<file path="config.mk">
export PLATFORM = sky130hd
export DESIGN_NAME = nchance_clock_page_replacement_top_flat
export DESIGN_NICKNAME = d
export VERILOG_FILES = /design/src/hw/rtl/ncc_pkg.sv /design/src/hw/rtl/ncc_if.sv /design/src/hw/rtl/nchance_clock_page_replacement_top.sv /design/src/hw/rtl/ncc_ram.sv /design/src/hw/rtl/ncc_front.sv /design/src/hw/rtl/ncc_back.sv /design/src/flat_wrapper.sv
export SDC_FILE = /design/constraint.sdc
export NUM_CORES = 2
export LEC_CHECK = 0
export BUFFER_PORTS_ARGS = -buffer_cell sky130_fd_sc_hd__buf_2
export CAP_MARGIN = 15
export CORE_UTILIZATION = 55
export CTS_BUF_LIST = sky130_fd_sc_hd__clkbuf_8
export CTS_CLUSTER_DIAMETER = 150
export CTS_CLUSTER_SIZE = 16
export DETAILED_ROUTE_END_ITERATION = 8
export PLACE_DENSITY_LB_ADDON = 0.08
export SLEW_MARGIN = 10
export SYNTH_ARGS = -nofsm -noshare
export SYNTH_HDL_FRONTEND = slang
export SYNTH_SLANG_ARGS = --single-unit
export TNS_END_PERCENT = 20
</file>
<file path="constraint.sdc">
create_clock -name clk -period 11.38 [get_ports clk]
set_clock_uncertainty 0.1 [all_clocks]
set_input_delay 1.707 -clock clk [delete_from_list [all_inputs] [get_ports clk]]
set_output_delay 1.707 -clock clk [all_outputs]
set_load 0.05 [all_outputs]
</file>
<file path="src/hw/rtl/ncc_pkg.sv">
`timescale 1ns / 1ps
`default_nettype none
package ncc_pkg;

    // Result codes of the outcome field.
    typedef enum logic [2:0] {
        OC_HIT      = 3'd0,
        OC_MISS     = 3'd1,
        OC_PLACED   = 3'd2,
        OC_REPLACED = 3'd3,
        OC_RESIDENT = 3'd4
    } outcome_t;

    // Request commands as they arrive on the request channel.
    localparam logic CMD_ACCESS = 1'b0;
    localparam logic CMD_FAULT  = 1'b1;

    // Configuration register indexes.
    localparam logic CFG_WS_LIMIT   = 1'b0;
    localparam logic CFG_MAX_SWEEPS = 1'b1;

    localparam int CFG_W = 6;
    localparam int CTR_W = 6;
    localparam logic [CTR_W-1:0] CTR_MAX = '1;
    localparam logic [CFG_W-1:0] WS_LIMIT_RESET   = 6'd32;
    localparam logic [CFG_W-1:0] MAX_SWEEPS_RESET = 6'd1;

    // Classified request kind handed from the front to the back.
    typedef enum logic [1:0] {
        K_READ  = 2'd0,
        K_WRITE = 2'd1,
        K_FAULT = 2'd2
    } kind_t;

    // Back-end sequencer states.
    typedef enum logic [4:0] {
        S_IDLE   = 5'b00001,
        S_SEARCH = 5'b00010,
        S_DECIDE = 5'b00100,
        S_WALK   = 5'b01000,
        S_VICT   = 5'b10000
    } state_t;

    // Queue handshake toward the back end.
    typedef struct packed {
        logic  valid;
        kind_t kind;
    } qhead_t;

endpackage
`default_nettype wire

</file>
<file path="src/hw/rtl/ncc_if.sv">
`timescale 1ns / 1ps
`default_nettype none
interface ncc_req_if #(parameter int PAGE_BITS = 20);
    logic                 valid;
    logic                 ready;
    logic                 command;
    logic [PAGE_BITS-1:0] page_number;
    logic                 is_write;
    modport source (output valid, command, page_number, is_write, input ready);
    modport sink (input valid, command, page_number, is_write, output ready);
endinterface

interface ncc_rsp_if #(parameter int PAGE_BITS = 20, parameter int SLOT_W = 5);
    logic                 valid;
    logic                 ready;
    logic [2:0]           outcome;
    logic [SLOT_W-1:0]    slot;
    logic [PAGE_BITS-1:0] victim_page;
    logic                 victim_dirty;
    modport source (output valid, outcome, slot, victim_page, victim_dirty, input ready);
    modport sink (input valid, outcome, slot, victim_page, victim_dirty, output ready);
endinterface

interface ncc_cfg_if;
    logic       valid;
    logic       ready;
    logic       index;
    logic [5:0] data;
    modport source (output valid, index, data, input ready);
    modport sink (input valid, index, data, output ready);
endinterface
`default_nettype wire

</file>
<file path="src/hw/rtl/nchance_clock_page_replacement_top.sv">
// N-chance clock page replacement over a ring of resident pages.
//
// Channels: req (sink) carries command, page_number and is_write; rsp (source)
// carries outcome, slot, victim_page and victim_dirty, one result per request;
// cfg (sink) writes ws_limit (index 0) and max_sweeps (index 1) and is always
// ready. Configuration must be changed only while no request is in flight (not enforced).
//
// A request first scans the tag memory, one slot per cycle, and a hit, miss
// or placement is then decided. A replacement adds the clock walk, one slot
// per cycle; a walk may take several laps of the ring. The scan through the
// single tag read port and the walk set the rate.
//
// A two-entry request queue keeps accepting until it is full while the back end
// works or while a result waits in the output register; a stalled rsp holds its
// result and the back end does not start the next request until it can be stored.
// Reset empties the ring, clears all used, dirty and sweep state, puts the
// hand at slot 0 and loads ws_limit 32 and max_sweeps 1.
`timescale 1ns / 1ps
`default_nettype none
module nchance_clock_page_replacement_top #(
    parameter int CAPACITY  = 32,
    parameter int PAGE_BITS = 20
) (
    input wire logic clk,
    input wire logic rst_n,
    ncc_req_if.sink  req,
    ncc_rsp_if.source rsp,
    ncc_cfg_if.sink  cfg
);
    logic [5:0]           ws_limit_reg, max_sweeps_reg;
    ncc_pkg::qhead_t      head;
    logic [PAGE_BITS-1:0] head_page;
    logic                 pop;

    assign cfg.ready = 1'b1;

    // Configuration registers.
    always_ff @(posedge clk or negedge rst_n)
    begin
        if (!rst_n)
        begin
            ws_limit_reg   <= ncc_pkg::WS_LIMIT_RESET;
            max_sweeps_reg <= ncc_pkg::MAX_SWEEPS_RESET;
        end
        else if (cfg.valid)
        begin
            case (cfg.index)
                ncc_pkg::CFG_WS_LIMIT:   ws_limit_reg   <= cfg.data;
                ncc_pkg::CFG_MAX_SWEEPS: max_sweeps_reg <= cfg.data;
                default:                 ws_limit_reg   <= ws_limit_reg;
            endcase
        end
    end

    ncc_front #(.PAGE_BITS(PAGE_BITS)) u_front (
        .clk       (clk),
        .rst_n     (rst_n),
        .req       (req),
        .head      (head),
        .head_page (head_page),
        .pop       (pop)
    );

    ncc_back #(.CAPACITY(CAPACITY), .PAGE_BITS(PAGE_BITS)) u_back (
        .clk        (clk),
        .rst_n      (rst_n),
        .head       (head),
        .head_page  (head_page),
        .pop        (pop),
        .ws_limit   (ws_limit_reg),
        .max_sweeps (max_sweeps_reg),
        .rsp        (rsp)
    );

    // Only defined outcome codes leave the block.
    a_outcome_code: assert property (@(posedge clk) disable iff (!rst_n)
        rsp.valid |-> (rsp.outcome == ncc_pkg::OC_HIT || rsp.outcome == ncc_pkg::OC_MISS
            || rsp.outcome == ncc_pkg::OC_PLACED || rsp.outcome == ncc_pkg::OC_REPLACED
            || rsp.outcome == ncc_pkg::OC_RESIDENT))
        else $error("undefined outcome code");

    // Victim fields are zero unless a page was replaced.
    a_victim_zero: assert property (@(posedge clk) disable iff (!rst_n)
        rsp.valid && rsp.outcome != ncc_pkg::OC_REPLACED
            |-> rsp.victim_page == '0 && !rsp.victim_dirty)
        else $error("victim fields set without replacement");

    // A miss reports slot zero.
    a_miss_slot: assert property (@(posedge clk) disable iff (!rst_n)
        rsp.valid && rsp.outcome == ncc_pkg::OC_MISS |-> rsp.slot == '0)
        else $error("miss with nonzero slot");
endmodule
`default_nettype wire

</file>
<file path="src/hw/rtl/ncc_ram.sv">
`timescale 1ns / 1ps
`default_nettype none
module ncc_ram #(
    parameter int WIDTH = 20,
    parameter int DEPTH = 32
) (
    input  wire logic                     clk,
    input  wire logic                     we,
    input  wire logic [$clog2(DEPTH)-1:0] waddr,
    input  wire logic [WIDTH-1:0]         wdata,
    input  wire logic                     re,
    input  wire logic [$clog2(DEPTH)-1:0] raddr,
    output logic      [WIDTH-1:0]         rdata
);
    logic [WIDTH-1:0] mem [DEPTH];

    // One write port and one registered read port.
    always_ff @(posedge clk)
    begin
        if (we)
        begin
            mem[waddr] <= wdata;
        end
        if (re)
        begin
            rdata <= mem[raddr];
        end
    end
endmodule
`default_nettype wire

</file>
<file path="src/hw/rtl/ncc_front.sv">
`timescale 1ns / 1ps
`default_nettype none
module ncc_front #(
    parameter int PAGE_BITS = 20
) (
    input  wire logic                 clk,
    input  wire logic                 rst_n,
    ncc_req_if.sink                   req,
    output ncc_pkg::qhead_t           head,
    output logic [PAGE_BITS-1:0]      head_page,
    input  wire logic                 pop
);
    localparam int DEPTH = 2;

    ncc_pkg::kind_t       kind_reg [DEPTH];
    logic [PAGE_BITS-1:0] page_reg [DEPTH];
    logic                 wptr_reg, rptr_reg;
    logic [1:0]           count_reg;
    logic                 push;
    ncc_pkg::kind_t       kind_in;

    // Classify the request as it enters the queue.
    always_comb
    begin
        if (req.command == ncc_pkg::CMD_FAULT)
        begin
            kind_in = ncc_pkg::K_FAULT;
        end
        else if (req.is_write)
        begin
            kind_in = ncc_pkg::K_WRITE;
        end
        else
        begin
            kind_in = ncc_pkg::K_READ;
        end
    end

    assign req.ready = (count_reg != 2'(DEPTH));
    assign push      = req.valid && req.ready;

    assign head.valid = (count_reg != 2'd0);
    assign head.kind  = kind_reg[rptr_reg];
    assign head_page  = page_reg[rptr_reg];

    // Queue storage.
    always_ff @(posedge clk)
    begin
        if (push)
        begin
            kind_reg[wptr_reg] <= kind_in;
            page_reg[wptr_reg] <= req.page_number;
        end
    end

    // Queue pointers.
    always_ff @(posedge clk or negedge rst_n)
    begin
        if (!rst_n)
        begin
            wptr_reg  <= 1'b0;
            rptr_reg  <= 1'b0;
            count_reg <= 2'd0;
        end
        else
        begin
            if (push)
            begin
                wptr_reg <= ~wptr_reg;
            end
            if (pop)
            begin
                rptr_reg <= ~rptr_reg;
            end
            count_reg <= count_reg + 2'(push) - 2'(pop);
        end
    end
endmodule
`default_nettype wire

</file>
<file path="src/hw/rtl/ncc_back.sv">
`timescale 1ns / 1ps
`default_nettype none
module ncc_back #(
    parameter int CAPACITY  = 32,
    parameter int PAGE_BITS = 20
) (
    input  wire logic                 clk,
    input  wire logic                 rst_n,
    input  wire ncc_pkg::qhead_t      head,
    input  wire logic [PAGE_BITS-1:0] head_page,
    output logic                      pop,
    input  wire logic [5:0]           ws_limit,
    input  wire logic [5:0]           max_sweeps,
    ncc_rsp_if.source                 rsp
);
    localparam int SLOT_W = $clog2(CAPACITY);
    localparam int FILL_W = $clog2(CAPACITY + 1);
    localparam int LW     = FILL_W + 6;
    localparam int CW     = ncc_pkg::CTR_W;

    ncc_pkg::state_t      state_reg, state_next;
    ncc_pkg::kind_t       kind_reg, kind_next;
    logic [PAGE_BITS-1:0] page_reg, page_next;
    logic [FILL_W-1:0]    issue_reg, issue_next;
    logic                 pend_reg, pend_next;
    logic [SLOT_W-1:0]    pidx_reg, pidx_next;
    logic                 hit_reg, hit_next;
    logic [SLOT_W-1:0]    hslot_reg, hslot_next;
    logic [FILL_W-1:0]    fill_reg, fill_next;
    logic [SLOT_W-1:0]    hand_reg, hand_next;
    logic [SLOT_W-1:0]    s_reg, s_next;
    logic [CAPACITY-1:0]  used_reg, used_next;
    logic [CAPACITY-1:0]  dirty_reg, dirty_next;
    logic [CW-1:0]        ctr_reg [CAPACITY];
    logic [CW-1:0]        ctr_next [CAPACITY];

    logic                 ov_reg, ov_next;
    ncc_pkg::outcome_t    oc_reg, oc_next;
    logic [SLOT_W-1:0]    os_reg, os_next;
    logic [PAGE_BITS-1:0] ovp_reg, ovp_next;
    logic                 ovd_reg, ovd_next;

    logic                 ram_we, ram_re;
    logic [SLOT_W-1:0]    ram_waddr, ram_raddr;
    logic [PAGE_BITS-1:0] ram_rdata;

    logic [LW-1:0]        limit;
    logic                 neg;
    logic [CW-1:0]        mag, thr, ctr_inc;
    logic [SLOT_W-1:0]    s_wrap;

    // Tag store.
    ncc_ram #(.WIDTH(PAGE_BITS), .DEPTH(CAPACITY)) u_tags (
        .clk   (clk),
        .we    (ram_we),
        .waddr (ram_waddr),
        .wdata (page_reg),
        .re    (ram_re),
        .raddr (ram_raddr),
        .rdata (ram_rdata)
    );

    // Effective ring limit, sweep threshold, saturating counter step and wrapped slot.
    always_comb
    begin
        if (ws_limit == 6'd0)
        begin
            limit = LW'(1);
        end
        else if (LW'(ws_limit) > LW'(CAPACITY))
        begin
            limit = LW'(CAPACITY);
        end
        else
        begin
            limit = LW'(ws_limit);
        end
        neg     = max_sweeps[5];
        mag     = neg ? CW'(-max_sweeps) : max_sweeps;
        thr     = mag + CW'(neg && dirty_reg[s_reg]);
        ctr_inc = (ctr_reg[s_reg] == ncc_pkg::CTR_MAX) ? ctr_reg[s_reg]
                                                       : ctr_reg[s_reg] + CW'(1);
        s_wrap  = (FILL_W'(s_reg) + FILL_W'(1) >= fill_reg) ? '0 : s_reg + SLOT_W'(1);
    end

    assign rsp.valid        = ov_reg;
    assign rsp.outcome      = oc_reg;
    assign rsp.slot         = os_reg;
    assign rsp.victim_page  = ovp_reg;
    assign rsp.victim_dirty = ovd_reg;

    // Sequencer: search, decide, walk, evict.
    always_comb
    begin
        state_next = state_reg;
        kind_next  = kind_reg;
        page_next  = page_reg;
        issue_next = issue_reg;
        pend_next  = pend_reg;
        pidx_next  = pidx_reg;
        hit_next   = hit_reg;
        hslot_next = hslot_reg;
        fill_next  = fill_reg;
        hand_next  = hand_reg;
        s_next     = s_reg;
        used_next  = used_reg;
        dirty_next = dirty_reg;
        ctr_next   = ctr_reg;
        ov_next    = ov_reg && !rsp.ready;
        oc_next    = oc_reg;
        os_next    = os_reg;
        ovp_next   = ovp_reg;
        ovd_next   = ovd_reg;
        pop        = 1'b0;
        ram_we     = 1'b0;
        ram_waddr  = s_reg;
        ram_re     = 1'b0;
        ram_raddr  = issue_reg[SLOT_W-1:0];

        case (state_reg)
            ncc_pkg::S_IDLE:
            begin
                // Start only when the result register will be free.
                if (head.valid && (!ov_reg || rsp.ready))
                begin
                    pop        = 1'b1;
                    kind_next  = head.kind;
                    page_next  = head_page;
                    issue_next = '0;
                    pend_next  = 1'b0;
                    hit_next   = 1'b0;
                    state_next = ncc_pkg::S_SEARCH;
                end
            end
            ncc_pkg::S_SEARCH:
            begin
                // At most one tag read issued and one compared each cycle.
                if (pend_reg && ram_rdata == page_reg)
                begin
                    hit_next   = 1'b1;
                    hslot_next = pidx_reg;
                    state_next = ncc_pkg::S_DECIDE;
                end
                else if (issue_reg < fill_reg)
                begin
                    ram_re     = 1'b1;
                    pend_next  = 1'b1;
                    pidx_next  = issue_reg[SLOT_W-1:0];
                    issue_next = issue_reg + FILL_W'(1);
                end
                else if (pend_reg)
                begin
                    pend_next = 1'b0;
                end
                else
                begin
                    state_next = ncc_pkg::S_DECIDE;
                end
            end
            ncc_pkg::S_DECIDE:
            begin
                state_next = ncc_pkg::S_IDLE;
                ovp_next   = '0;
                ovd_next   = 1'b0;
                os_next    = '0;
                if (kind_reg != ncc_pkg::K_FAULT)
                begin
                    ov_next = 1'b1;
                    if (hit_reg)
                    begin
                        oc_next              = ncc_pkg::OC_HIT;
                        os_next              = hslot_reg;
                        used_next[hslot_reg] = 1'b1;
                        if (kind_reg == ncc_pkg::K_WRITE)
                        begin
                            dirty_next[hslot_reg] = 1'b1;
                        end
                    end
                    else
                    begin
                        oc_next = ncc_pkg::OC_MISS;
                    end
                end
                else if (hit_reg)
                begin
                    ov_next = 1'b1;
                    oc_next = ncc_pkg::OC_RESIDENT;
                    os_next = hslot_reg;
                end
                else if (LW'(fill_reg) < limit)
                begin
                    // Append to the ring.
                    ov_next    = 1'b1;
                    oc_next    = ncc_pkg::OC_PLACED;
                    os_next    = fill_reg[SLOT_W-1:0];
                    ram_we     = 1'b1;
                    ram_waddr  = fill_reg[SLOT_W-1:0];
                    used_next[fill_reg[SLOT_W-1:0]]  = 1'b0;
                    dirty_next[fill_reg[SLOT_W-1:0]] = 1'b0;
                    ctr_next[fill_reg[SLOT_W-1:0]]   = '0;
                    fill_next  = fill_reg + FILL_W'(1);
                    if (LW'(fill_reg) + LW'(1) >= limit)
                    begin
                        hand_next = '0;
                    end
                end
                else
                begin
                    s_next     = (FILL_W'(hand_reg) >= fill_reg) ? '0 : hand_reg;
                    state_next = ncc_pkg::S_WALK;
                end
            end
            ncc_pkg::S_WALK:
            begin
                // One slot visited per cycle.
                if (used_reg[s_reg])
                begin
                    used_next[s_reg] = 1'b0;
                    ctr_next[s_reg]  = '0;
                    s_next           = s_wrap;
                end
                else
                begin
                    ctr_next[s_reg] = ctr_inc;
                    if (ctr_inc >= thr)
                    begin
                        ram_re     = 1'b1;
                        ram_raddr  = s_reg;
                        state_next = ncc_pkg::S_VICT;
                    end
                    else
                    begin
                        s_next = s_wrap;
                    end
                end
            end
            ncc_pkg::S_VICT:
            begin
                // Victim tag is on the read port; install the new page.
                ram_we           = 1'b1;
                ov_next          = 1'b1;
                oc_next          = ncc_pkg::OC_REPLACED;
                os_next          = s_reg;
                ovp_next         = ram_rdata;
                ovd_next         = dirty_reg[s_reg];
                used_next[s_reg]  = 1'b0;
                dirty_next[s_reg] = 1'b0;
                ctr_next[s_reg]   = '0;
                hand_next        = s_wrap;
                state_next       = ncc_pkg::S_IDLE;
            end
            default:
            begin
                state_next = ncc_pkg::S_IDLE;
            end
        endcase
    end

    // Payload registers.
    always_ff @(posedge clk)
    begin
        kind_reg  <= kind_next;
        page_reg  <= page_next;
        pidx_reg  <= pidx_next;
        hslot_reg <= hslot_next;
        s_reg     <= s_next;
        oc_reg    <= oc_next;
        os_reg    <= os_next;
        ovp_reg   <= ovp_next;
        ovd_reg   <= ovd_next;
    end

    // Control and per-slot state.
    always_ff @(posedge clk or negedge rst_n)
    begin
        if (!rst_n)
        begin
            state_reg <= ncc_pkg::S_IDLE;
            issue_reg <= '0;
            pend_reg  <= 1'b0;
            hit_reg   <= 1'b0;
            fill_reg  <= '0;
            hand_reg  <= '0;
            used_reg  <= '0;
            dirty_reg <= '0;
            ov_reg    <= 1'b0;
            for (int i = 0; i < CAPACITY; i++)
            begin
                ctr_reg[i] <= '0;
            end
        end
        else
        begin
            state_reg <= state_next;
            issue_reg <= issue_next;
            pend_reg  <= pend_next;
            hit_reg   <= hit_next;
            fill_reg  <= fill_next;
            hand_reg  <= hand_next;
            used_reg  <= used_next;
            dirty_reg <= dirty_next;
            ov_reg    <= ov_next;
            ctr_reg   <= ctr_next;
        end
    end
endmodule
`default_nettype wire
</file>
<file path="src/flat_wrapper.sv">
// flat-port wrapper written by rule: the top's interface ports become plain ports
module nchance_clock_page_replacement_top_flat 
#(
    parameter int CAPACITY  = 32,
    parameter int PAGE_BITS = 20
)
  (clk, rst_n, req_valid, req_command, req_page_number, req_is_write, req_ready, rsp_valid, rsp_outcome, rsp_slot, rsp_victim_page, rsp_victim_dirty, rsp_ready, cfg_valid, cfg_index, cfg_data, cfg_ready);
  ncc_req_if #(.PAGE_BITS(PAGE_BITS)) req_i ();
  ncc_rsp_if #(.PAGE_BITS(PAGE_BITS)) rsp_i ();
  ncc_cfg_if cfg_i ();
  input wire logic clk;
  input wire logic rst_n;
  input wire logic [$bits(req_i.valid)-1:0] req_valid;
  input wire logic [$bits(req_i.command)-1:0] req_command;
  input wire logic [$bits(req_i.page_number)-1:0] req_page_number;
  input wire logic [$bits(req_i.is_write)-1:0] req_is_write;
  output wire logic [$bits(req_i.ready)-1:0] req_ready;
  output wire logic [$bits(rsp_i.valid)-1:0] rsp_valid;
  output wire logic [$bits(rsp_i.outcome)-1:0] rsp_outcome;
  output wire logic [$bits(rsp_i.slot)-1:0] rsp_slot;
  output wire logic [$bits(rsp_i.victim_page)-1:0] rsp_victim_page;
  output wire logic [$bits(rsp_i.victim_dirty)-1:0] rsp_victim_dirty;
  input wire logic [$bits(rsp_i.ready)-1:0] rsp_ready;
  input wire logic [$bits(cfg_i.valid)-1:0] cfg_valid;
  input wire logic [$bits(cfg_i.index)-1:0] cfg_index;
  input wire logic [$bits(cfg_i.data)-1:0] cfg_data;
  output wire logic [$bits(cfg_i.ready)-1:0] cfg_ready;
  assign req_i.valid = req_valid;
  assign req_i.command = req_command;
  assign req_i.page_number = req_page_number;
  assign req_i.is_write = req_is_write;
  assign req_ready = req_i.ready;
  assign rsp_valid = rsp_i.valid;
  assign rsp_outcome = rsp_i.outcome;
  assign rsp_slot = rsp_i.slot;
  assign rsp_victim_page = rsp_i.victim_page;
  assign rsp_victim_dirty = rsp_i.victim_dirty;
  assign rsp_i.ready = rsp_ready;
  assign cfg_i.valid = cfg_valid;
  assign cfg_i.index = cfg_index;
  assign cfg_i.data = cfg_data;
  assign cfg_ready = cfg_i.ready;
  nchance_clock_page_replacement_top #(.CAPACITY(CAPACITY), .PAGE_BITS(PAGE_BITS)) u_core (.clk(clk), .rst_n(rst_n), .req(req_i), .rsp(rsp_i), .cfg(cfg_i));
endmodule
</file>
==> metrics.md <==
| Metric | Value |
|---|---|
| Outcome | `complete, no violations` |
| Setup Viol. Count Final | `0` |
| Commonest cells after routing, fill and taps aside | `edfxtp_1, o21ai_0, a32oi_1, dfrtp_1, nand3_1` |
| Final hold vios | `0` |
| Worst skew pair latency | `760 ps` |
| Vias in the first global route | `32.27k` |
| Clock Sinks | `1067` |
| Avg WL per Cell | `32.44 um` |
| Synthesis-to-finish area growth | `5.602%` |
| Total CTS buffers | `76` |
| Fmax | `125.0 MHz` |
| Clock transition at path regs | `120 ps` |
| Detailed Place HPWL | `86550 um` |
| Post-Syn Area | `47040 um2` |
| Syn nets | `3580` |
| Crit Path Category | `register to register` |
| Die width | `294.4 um` |
| Mean area per synthesized cell | `13.45 um2` |
| Fin crit share | `0.7028` |
| Peak supply drop | `0.0002502 V` |
| Ports | `66` |
| Row count | `106` |
| Slew Limit Fails | `0` |
| TritonCTS clock tree | `yes` |
| DR pass1 iterations | `6` |
| Flip-flop count of the largest register after layout | `640` |
| Nets@finish | `3526` |
| Final Critical Period | `7998 ps` |
| Setup WS post-layout | `3382 ps` |
| Routed WL | `149200 um` |
| GRT Util Overall | `0.3429` |
| Async SR Flop Fraction | `0.2784` |
| Worst Path Arrival | `8360 ps` |
| RSZ-0062 raised after global routing | `false` |
| Post-synth EDFFs | `770` |
| Placer congestion estimate | `0.9798` |
| Req. time, crit path | `11740 ps` |
| Antenna violations before repair | `4` |
| Mapped Cells | `3496` |
| Yosys warning total | `0` |
| Worst rel slew slack | `0.007231` |
| Power Total | `8.014 mW` |
| CTS Buffer Depth | `3` |
| CP endpoint kind | `register` |
| Register area share after synthesis | `0.6497` |
| Final TNS setup | `0 ps` |
| Root buffer cell | `clkbuf_8` |
| Max Cap Viol | `0` |
| Die height | `294.4 um` |
| First-pass GRT wire length | `218100 um` |
| Final Cell Area | `49670 um2` |
| # resized after CTS | `0` |
| Hold crit path type | `register to register` |
| Post-detailed-route count of antenna-violating nets | `0` |
| Commonest non-fill, non-tap cell in the layout | `edfxtp_1` |
| Total gr overflow | `0` |
| Dpl cell area | `48450 um2` |
| Pre-CTS setup slack | `3633 ps` |
| Core Area | `84090 um2` |
| Post-CTS Setup Bufs | `0` |
| Buffers added on ports | `64` |
| Initial DRC Count | `5261` |
| PwrDens | `161.3 nW/um2` |
| Die ar. | `86690 um2` |
| Pin count of the biggest net entering global routing | `245` |
| Hold buffers post-CTS | `0` |
| Yosys reg bits | `1067` |
| Worst Path Max Fanout | `67` |
| Startpoint types | `register` |
| Synth cell types | `88` |
| Static leakage | `17.15 nW` |
| Least-Margin Pin Slew | `1489 ps` |
| Vias/cell | `7.290` |
| H-tree depth | `3` |
| Initial Util | `0.5594` |
| Vias | `33.52k` |
| Synth Flop Type | `edfxtp_1` |
| DRC | `0` |
| Share of layout cells above drive strength 1 | `0.1294` |
-- critical path, stage by stage, from the launching register on --
cell and delay (ps):
edfxtp_1 370, buf_4 270, nor3b_1 1080, a22oi_1 320, nand4_2 250, ha_1 210
and3_1 240, nor3b_2 410, xnor2_2 160, buf_4 250, inv_1 160, ha_1 300
nand2b_1 100, a211oi_1 80, o21ai_1 670, nand4_1 820, buf_4 700, a32oi_1 340
a32oi_1 100, a21oi_1 530, nor4_1 120
-- metal layers --
layer | part of all wire | global-route usage | vias up
li1 | - | - | 13820
met1 | 0.41 | 0.5072 | 17110
met2 | 0.44 | 0.5006 | 2252
met3 | 0.12 | 0.08763 | 334
met4 | 0.031 | 0.1007 | 2
met5 | 0.000087 | 0 | -
-- area by class of cell --
cell class                 count  area [um2]
clock buffer                  79        1087
timing repair buffer         169        1189
fill                        6673       34410
antenna                        1       2.502
sequential                  1067       30560
clock inverter                20       98.84
tap                         1134        1419
multi-input combinational   2100       15210
inverter                      28       106.4
-- cell families after synthesis --
group | after synthesis | share of synthesized area
buffers and inverters | 329 | 0.03152
AO/OA/AOI/OAI | 1223 | 0.1845
other | 1 | 0.00007973
AND/OR/NAND/NOR | 666 | 0.07001
adder cells (fa/ha/maj) | 50 | 0.01330
flip-flops | 1067 | 0.6497
multiplexers | 114 | 0.04219
XOR/XNOR | 46 | 0.008725
-- worst paths after layout --
check / startpoint / endpoint / slack, ps / depth (start not counted)
setup / recovery: u_core.u_back.s_reg[2]$_DFFE_PP_ / u_core.u_back.u_tags.rdata[10]$_DFFE_PP_ / 3380 / 20
hold / removal: u_core.u_back.pidx_reg[4]$_DFFE_PP_ / u_core.u_back.hslot_reg[4]$_DFFE_PP_ / 320 / 0
setup reg to reg: u_core.u_back.s_reg[2]$_DFFE_PP_ / u_core.u_back.u_tags.rdata[10]$_DFFE_PP_ / 3380 / 20
hold reg to reg: u_core.u_back.pidx_reg[4]$_DFFE_PP_ / u_core.u_back.hslot_reg[4]$_DFFE_PP_ / 320 / 0
max in group asynchronous: rst_n / u_core.u_back.ctr_reg[182]$_DFFE_PN0P_ / 7770 / 3
min in group asynchronous: rst_n / u_core.ws_limit_reg[2]$_DFFE_PN0P_ / 890 / 1
-- synth_stat cells, types with 13 or more instances --
cell       number  area share
a22oi_1        26      0.0041
and2_1         31      0.0041
clkbuf_2       21      0.0022
mux4_2         53       0.025
edfxtp_1      770        0.49
nor3_1         13      0.0014
o21ai_0       398       0.042
clkbuf_1      174       0.014
xnor2_1        26      0.0048
nand3_1       208       0.022
and3_1         27      0.0036
a31oi_1        26      0.0035
mux2i_1        13      0.0028
nor2_1        121      0.0097
buf_2          77      0.0082
a22o_1         84       0.016
a21oi_1       142       0.015
nor4_1         25      0.0033
mux2_2         39      0.0093
a32oi_1       326       0.061
ha_1           50       0.013
a211oi_1       19      0.0030
o2bb2ai_2      20      0.0064
o2bb2ai_1      98       0.018
nand2_1       160       0.013
nand2b_1       20      0.0027
xor2_1         19      0.0035
dfrtp_1       294        0.16
inv_1          25      0.0020
-- where the power goes --
group / leakage [nW] / total [mW] / switching, mW / internal [mW]
clock: 0.669 / 1.87 / 1.23 / 0.637
sequential: 11.1 / 4.79 / 0.0995 / 4.69
combinational: 5.40 / 1.36 / 1.01 / 0.351
-- per-stage QoR --
| stage | utilization | cells | hold WS, ps |
|---|---|---|---|
| detailed placement | 0.5762 | 4496 | 304.5 |
| finish | 0.5907 | 4598 | 318.2 |
| CTS | 0.5903 | 4595 | 294.9 |
| floorplan | - | 3496 | 300.3 |
| global route | 0.5907 | 4598 | 306.5 |
| global placement | 0.5762 | 4496 | 307.5 |
No activity file was read; power rests on OpenSTA's default activity.
